File: src/rtl/core/m2a_pkg.sv
// Shared types, constants and helpers for the 2x2 matrix arithmetic unit.
`default_nettype none

package m2a_pkg;

    localparam int FRAC_BITS = 16;
    localparam int WORD_W    = 32;
    localparam int PROD_W    = 2 * WORD_W;
    localparam int DQ_W      = PROD_W + 1 - FRAC_BITS;
    localparam int NUM_W     = WORD_W + FRAC_BITS;
    localparam int DIV_LAT   = NUM_W + 1;
    localparam int SAT_IN_W  = PROD_W + 2;
    localparam int Q_DEPTH   = 2;

    typedef logic signed [WORD_W-1:0] word_t;
    typedef logic signed [PROD_W-1:0] prod_t;
    typedef logic signed [DQ_W-1:0]   dq_t;
    typedef logic signed [WORD_W:0]   num_t;

    typedef enum logic [3:0] {
        OP_ADD   = 4'd0,
        OP_SUB   = 4'd1,
        OP_MUL   = 4'd2,
        OP_SCALE = 4'd3,
        OP_DIV   = 4'd4,
        OP_DET   = 4'd5,
        OP_INV   = 4'd6,
        OP_TRANS = 4'd7,
        OP_EQUAL = 4'd8,
        OP_NONE  = 4'd15
    } op_t;

    typedef enum logic [1:0] {
        ST_OK       = 2'd0,
        ST_DIVZERO  = 2'd1,
        ST_SINGULAR = 2'd2
    } status_t;

    typedef struct packed {
        op_t            op;
        word_t [3:0]    a;
        word_t [3:0]    b;
        word_t          scalar;
    } item_t;

    typedef struct packed {
        op_t            op;
        status_t        status;
        word_t [3:0]    r;
        word_t          det;
        logic           eq;
    } side_t;

    localparam logic signed [SAT_IN_W-1:0] SAT_MAX = SAT_IN_W'(64'sd2147483647);
    localparam logic signed [SAT_IN_W-1:0] SAT_MIN = SAT_IN_W'(-64'sd2147483648);

    function automatic word_t sat32(input logic signed [SAT_IN_W-1:0] v);
        word_t res;
        if (v > SAT_MAX)
        begin
            res = SAT_MAX[WORD_W-1:0];
        end
        else if (v < SAT_MIN)
        begin
            res = SAT_MIN[WORD_W-1:0];
        end
        else
        begin
            res = v[WORD_W-1:0];
        end
        return res;
    endfunction

endpackage

`default_nettype wire

File: src/rtl/core/m2a_queue.sv
// Short FIFO between front end and execution pipeline.
`default_nettype none

module m2a_queue (
    input  logic            clk,
    input  logic            rst_n,
    input  logic            push,
    input  m2a_pkg::item_t  push_item,
    output logic            full,
    input  logic            pop,
    output logic            head_valid,
    output m2a_pkg::item_t  head_item
);
    import m2a_pkg::*;

    localparam int PTR_W = (Q_DEPTH > 1) ? $clog2(Q_DEPTH) : 1;
    localparam int CNT_W = $clog2(Q_DEPTH + 1);

    item_t              mem_reg [Q_DEPTH];
    logic [PTR_W-1:0]   wr_ptr_reg, wr_ptr_next;
    logic [PTR_W-1:0]   rd_ptr_reg, rd_ptr_next;
    logic [CNT_W-1:0]   count_reg, count_next;
    logic               do_push, do_pop;

    assign full       = (count_reg == CNT_W'(Q_DEPTH));
    assign head_valid = (count_reg != '0);
    assign head_item  = mem_reg[rd_ptr_reg];
    assign do_push    = push && !full;
    assign do_pop     = pop && head_valid;

    always_comb
    begin
        wr_ptr_next = wr_ptr_reg;
        rd_ptr_next = rd_ptr_reg;
        count_next  = count_reg;
        if (do_push)
        begin
            wr_ptr_next = (wr_ptr_reg == PTR_W'(Q_DEPTH - 1)) ? '0 : wr_ptr_reg + 1'b1;
        end
        if (do_pop)
        begin
            rd_ptr_next = (rd_ptr_reg == PTR_W'(Q_DEPTH - 1)) ? '0 : rd_ptr_reg + 1'b1;
        end
        if (do_push && !do_pop)
        begin
            count_next = count_reg + 1'b1;
        end
        else if (do_pop && !do_push)
        begin
            count_next = count_reg - 1'b1;
        end
    end

    always_ff @(posedge clk or negedge rst_n)
    begin
        if (!rst_n)
        begin
            wr_ptr_reg <= '0;
            rd_ptr_reg <= '0;
            count_reg  <= '0;
        end
        else
        begin
            wr_ptr_reg <= wr_ptr_next;
            rd_ptr_reg <= rd_ptr_next;
            count_reg  <= count_next;
        end
    end

    always_ff @(posedge clk)
    begin
        if (do_push)
        begin
            mem_reg[wr_ptr_reg] <= push_item;
        end
    end

endmodule

`default_nettype wire

File: config.mk
export PLATFORM = sky130hd
export DESIGN_NAME = m2a_queue
export DESIGN_NICKNAME = d
export VERILOG_FILES = /design/src/rtl/core/m2a_pkg.sv /design/src/rtl/core/m2a_queue.sv
export SDC_FILE = /design/constraint.sdc
export NUM_CORES = 1
export LEC_CHECK = 0
export BUFFER_PORTS_ARGS = -buffer_cell sky130_fd_sc_hd__buf_2
export CAP_MARGIN = 20
export CORE_AREA = 2 2 228 230
export CTS_CLUSTER_SIZE = 25
export DETAILED_ROUTE_END_ITERATION = 6
export DIE_AREA = 0 0 230 232
export PLACE_DENSITY = 0.69
export SYNTH_ARGS = -nofsm -noshare
export SYNTH_HDL_FRONTEND = slang
export SYNTH_SLANG_ARGS = --single-unit
File: constraint.sdc
create_clock -name clk -period 15.8 [get_ports clk]
set_clock_uncertainty 0.2 [all_clocks]
set_input_delay 0.79 -clock clk [delete_from_list [all_inputs] [get_ports clk]]
set_output_delay 0.79 -clock clk [all_outputs]
set_load 0.01 [all_outputs]
# ---- Word level (Yosys, flattened, before mapping)
# Memory sizes are Yosys's and may differ from the RTL's.
# Cells that the tools add are included.
dict set report word_totals {
  ff_bits 4
  ramBits 584
  input_bits 296
  output_inout_bits 294
  n_memories 1
}
# name depth width rd rd_clocked_by_memory_dff wr line
set memory_table {}
lappend memory_table {mem_reg 2 292 1 0 1 m2a_queue.sv:19} ;# item_t mem_reg [Q_DEPTH];
dict set report op_classes {
  addsub 4
  eq_ne 1
  mux 6
  n_reduce_logical 9
}
# cell count
set op_table {}
lappend op_table {{1-bit logical AND} 4}
lappend op_table {{1-bit two-way mux} 4}
lappend op_table {{2-bit two-way mux} 2}
lappend op_table {{2-bit nonzero test} 2}
lappend op_table {{1-bit zero test} 3}
lappend op_table {{1-bit adder (second input constant)} 2}
lappend op_table {{2-bit by 1-bit adder with 2-bit output (second input constant)} 1}
lappend op_table {{2-bit == test (second input constant)} 1}
lappend op_table {{2-bit by 1-bit subtractor with 2-bit output (second input constant)} 1}

# ---- Logic depth before layout (Yosys ltp)
dict set report depth {
  word_depth 7
  mapped_depth 7
}

# ---- Least setup slack after synthesis
# OpenSTA, ideal clock, no wires.
dict set report synth_timing {
  path_kind {input port to flip-flop}
  from {in push}
  to {mem mem_reg[0][0] (netlist name) (enable)}
  arrival_time_ns 12.969
  required_time_ns 14.650
  slack_ns 1.680
  cell_stages 2
  path_cell_list {nand2_1 > nor2_1}
}
dict set report synth_between {
  elab_chain_cells 3
}
# element line
set synth_lines {}
lappend synth_lines {{from (decl)} m2a_queue.sv:7} ;# input logic push,
lappend synth_lines {{1-bit logical AND} m2a_queue.sv:28} ;# assign do_push = push && !full;
lappend synth_lines {{1-bit two-way mux} m2a_queue.sv:72} ;# if (do_push)
lappend synth_lines {{1-bit two-way mux (implied by the code)} m2a_queue.sv:74} ;# mem_reg[wr_ptr_reg] <= push_item;
lappend synth_lines {{to (decl)} m2a_queue.sv:19}
# Every way passes these cells.

==> flow_metrics.env <==
export IMPL_synth_xor_area_share_pct=0.195
export IMPL_hold_path_class="in -> reg"
export IMPL_wl_met1_um=17400
export IMPL_post_synth_num_cell_types=17
export IMPL_port_buffers=589
export IMPL_synth_fa_ha_area_share_pct=0.0557
export IMPL_nFillCells=3962
export IMPL_core_area_um2=50900
export IMPL_peakVddDrop_v=0.000136
export IMPL_grt_util_all_layers_pct=17.1
export IMPL_arrival_ns=4.12
export IMPL_max_slew_worst_pin_slew_ns=1.24
export IMPL_yosys_area_top_type="edfxtp_1"
export IMPL_grt_pass1_wl_um=68200
export IMPL_drt_first_pass_iters=4
export IMPL_ios=590
export IMPL_syn_cell_area_um2=22400
export IMPL_die_area_um2=53400
export IMPL_finalMaxSlewViolations=0
export IMPL_path_cells="buf_4, buf_4, mux2_4, buf_2"
export IMPL_multiInputGateArea_um2=4400
export IMPL_synth_compound_area_share_pct=0
export IMPL_max_freq_mhz=196
export IMPL_syn2layout_area_growth_pct=24.2
export IMPL_crit_path_end_kind="output port"
export IMPL_pre_cts_ws_ns=11.28
export IMPL_largest_reg_flops=584
export IMPL_cts_tree="yes"
export IMPL_h_tree_depth=2
export IMPL_critPathKind="reg -> out"
export IMPL_slew_headroom_pct=17.3
export IMPL_antenna_found_initial=20
export IMPL_wl_per_cell_um=20.8
export IMPL_synthCells=928
export IMPL_cts_root_buf="clkbuf_16"
export IMPL_layout_common_cells="buf_2, edfxtp_1, mux2_4"
export IMPL_required_ns=14.81
export IMPL_drive_gt1_share_pct=61.4
export IMPL_fin_crit_sh_pct=32.3
export IMPL_cts_sinks=588
export IMPL_finalSetupViolations=0
export IMPL_ff_latch_area_um2=17600
export IMPL_slowest_stage="dfrtp_4"
export IMPL_final_common_cell="buf_2"
export IMPL_detail_route_antenna_nets=0
export IMPL_worst_path_most_repeated_cell="buf_4"
export IMPL_fin_setup_tns_ns=0
export IMPL_topRoutingLayerUsed="met5"
export IMPL_leakagePower_uw=0.0111
export IMPL_drt_total_wl_um=47800
export IMPL_cp_top_family="buffers and inverters"
export IMPL_grt_pass1_vias=11300
export IMPL_yosysSeqAreaShare_pct=78.6
export IMPL_cts_path_max_buffers=3
export IMPL_vias=11000
export IMPL_yosys_area_share_simple_pct=0.151
export IMPL_yosys_top_cells_area="edfxtp_1, mux2_4, mux2_2"
export IMPL_cp_start_kind="register"
export IMPL_synth_top_area_share_pct=78.1
export IMPL_row_count=83
export IMPL_final_hold_viol_count=0
export IMPL_synth_top_family_by_area="multiplexers"
export IMPL_cts_clk_slew_worst_paths_ns=0.06
export IMPL_syn_nets=1225
export IMPL_dp_hpwl_um=33300
export IMPL_yosys_warnings=0
export IMPL_status="completed"
export IMPL_rsz0062_at_grt="no"
export IMPL_cpPeakStageDelay_ns=1.10
export IMPL_cts_resized_gates=0
export IMPL_clock_latency_ns=0.59
export IMPL_die_x_um=230
export IMPL_post_cts_buffers=0
export IMPL_fin_nets=1854
export IMPL_grt_max_degree=128
export IMPL_cap_violations=0
export IMPL_utilization_pct=54.8
export IMPL_grt_remaining_overflow=0
export IMPL_die_height_um=232
export IMPL_wl_met2_um=24300
export IMPL_wl_met3_um=4500
export IMPL_synth_mux_area_fraction_pct=19.2
export IMPL_initialDrtViolationCount=604
export IMPL_fin_crit_ns=5.11
export IMPL_ys_ff_latch=588
export IMPL_viasPerCell=4.78
export IMPL_finalWorstSetupSlack_ns=10.69
export IMPL_initial_utilization_pct=44.1
export IMPL_drcViolationCount=0
export IMPL_powerDensity_nw_per_um2=190
export IMPL_critPathMaxFanout=59
export IMPL_syn_area_per_cell_um2=24.2
export IMPL_worst_path_buf_inv=3
export IMPL_total_power_uw=5290
export IMPL_cts_buffers=59
export IMPL_place_congestion=0.831
## metrics by stage
stage,cell area (um^2),cells,hold WS (ns)
floorplan,22400,928,0.256
global placement,25900,2175,0.272
detailed placement,25900,2175,0.295
CTS,27800,2286,0.119
global route,27900,2294,0.141
finish,27900,2301,0.177
## metal layers
layer / vias to the layer above / track usage [%]
met3: 97 / 6.73
met4: 12 / 7.20
met5: - / 0
met1: 5463 / 19.3
li1: 4978 / -
met2: 449 / 29.1
## final timing paths
kind | from | end | slack, ns | depth (start not counted)
max | rd_ptr_reg | head_item[75] | 10.69 | 4
min | push_item[123] | mem_reg[1][123] | 0.18 | 1
max reg2reg | count_reg[0] | mem_reg[1][31] | 11.64 | 5
min reg2reg | count_reg[1] | count_reg[1] | 0.30 | 1
max in group asynchronous | rst_n | rd_ptr_reg | 14.90 | 2
min in group asynchronous | rst_n | count_reg[0] | 0.36 | 2
## area by class of cell
type | count | share of cell area (%)
diodes | 15 | 0.135
clock buffers | 65 | 5.38
clock inverters | 45 | 1.36
inverters | 2 | 0.0269
multi-input cells | 305 | 15.8
flip-flops and latches | 588 | 63.3
well taps | 680 | 3.05
repair buffers | 601 | 11.0
## cell families after synthesis
family | count (synthesis)
xor gates and xnor gates | 5
adders and majority gates | 1
buffers and inverters | 35
DFF | 588
muxes | 292
and+or+nand+nor | 7
## worst reg2reg max path: stages, from the launching register on
cell and delay (ns):
dfrtp_1 0.40, nand2b_1 0.17, and3_4 0.47, buf_4 0.78, buf_4 0.83, buf_4 0.87
## cells in the mapped netlist, drive strengths merged
master / count
edfxtp: 584
mux2: 292
buf: 33
dfrtp: 4
xnor2: 3
inv: 2
nand2: 2
nor2: 2
xor2: 2
and3: 1
ha: 1
nand2b: 1
or2: 1
## what timing repair did
action,CTS,global route
hold buffers,1,0
endpoints found under the setup margin,0,0
endpoints found under the hold margin,4,0
## power breakdown
group / switching, uW / internal (uW) / total, uW / leakage (uW)
Combinational: 850 / 838 / 1690 / 0.00474
Clock: 569 / 768 / 1340 / 0.000910
Sequential: 126 / 2140 / 2260 / 0.00547
Note: power is estimated with default switching activity, not from simulation.
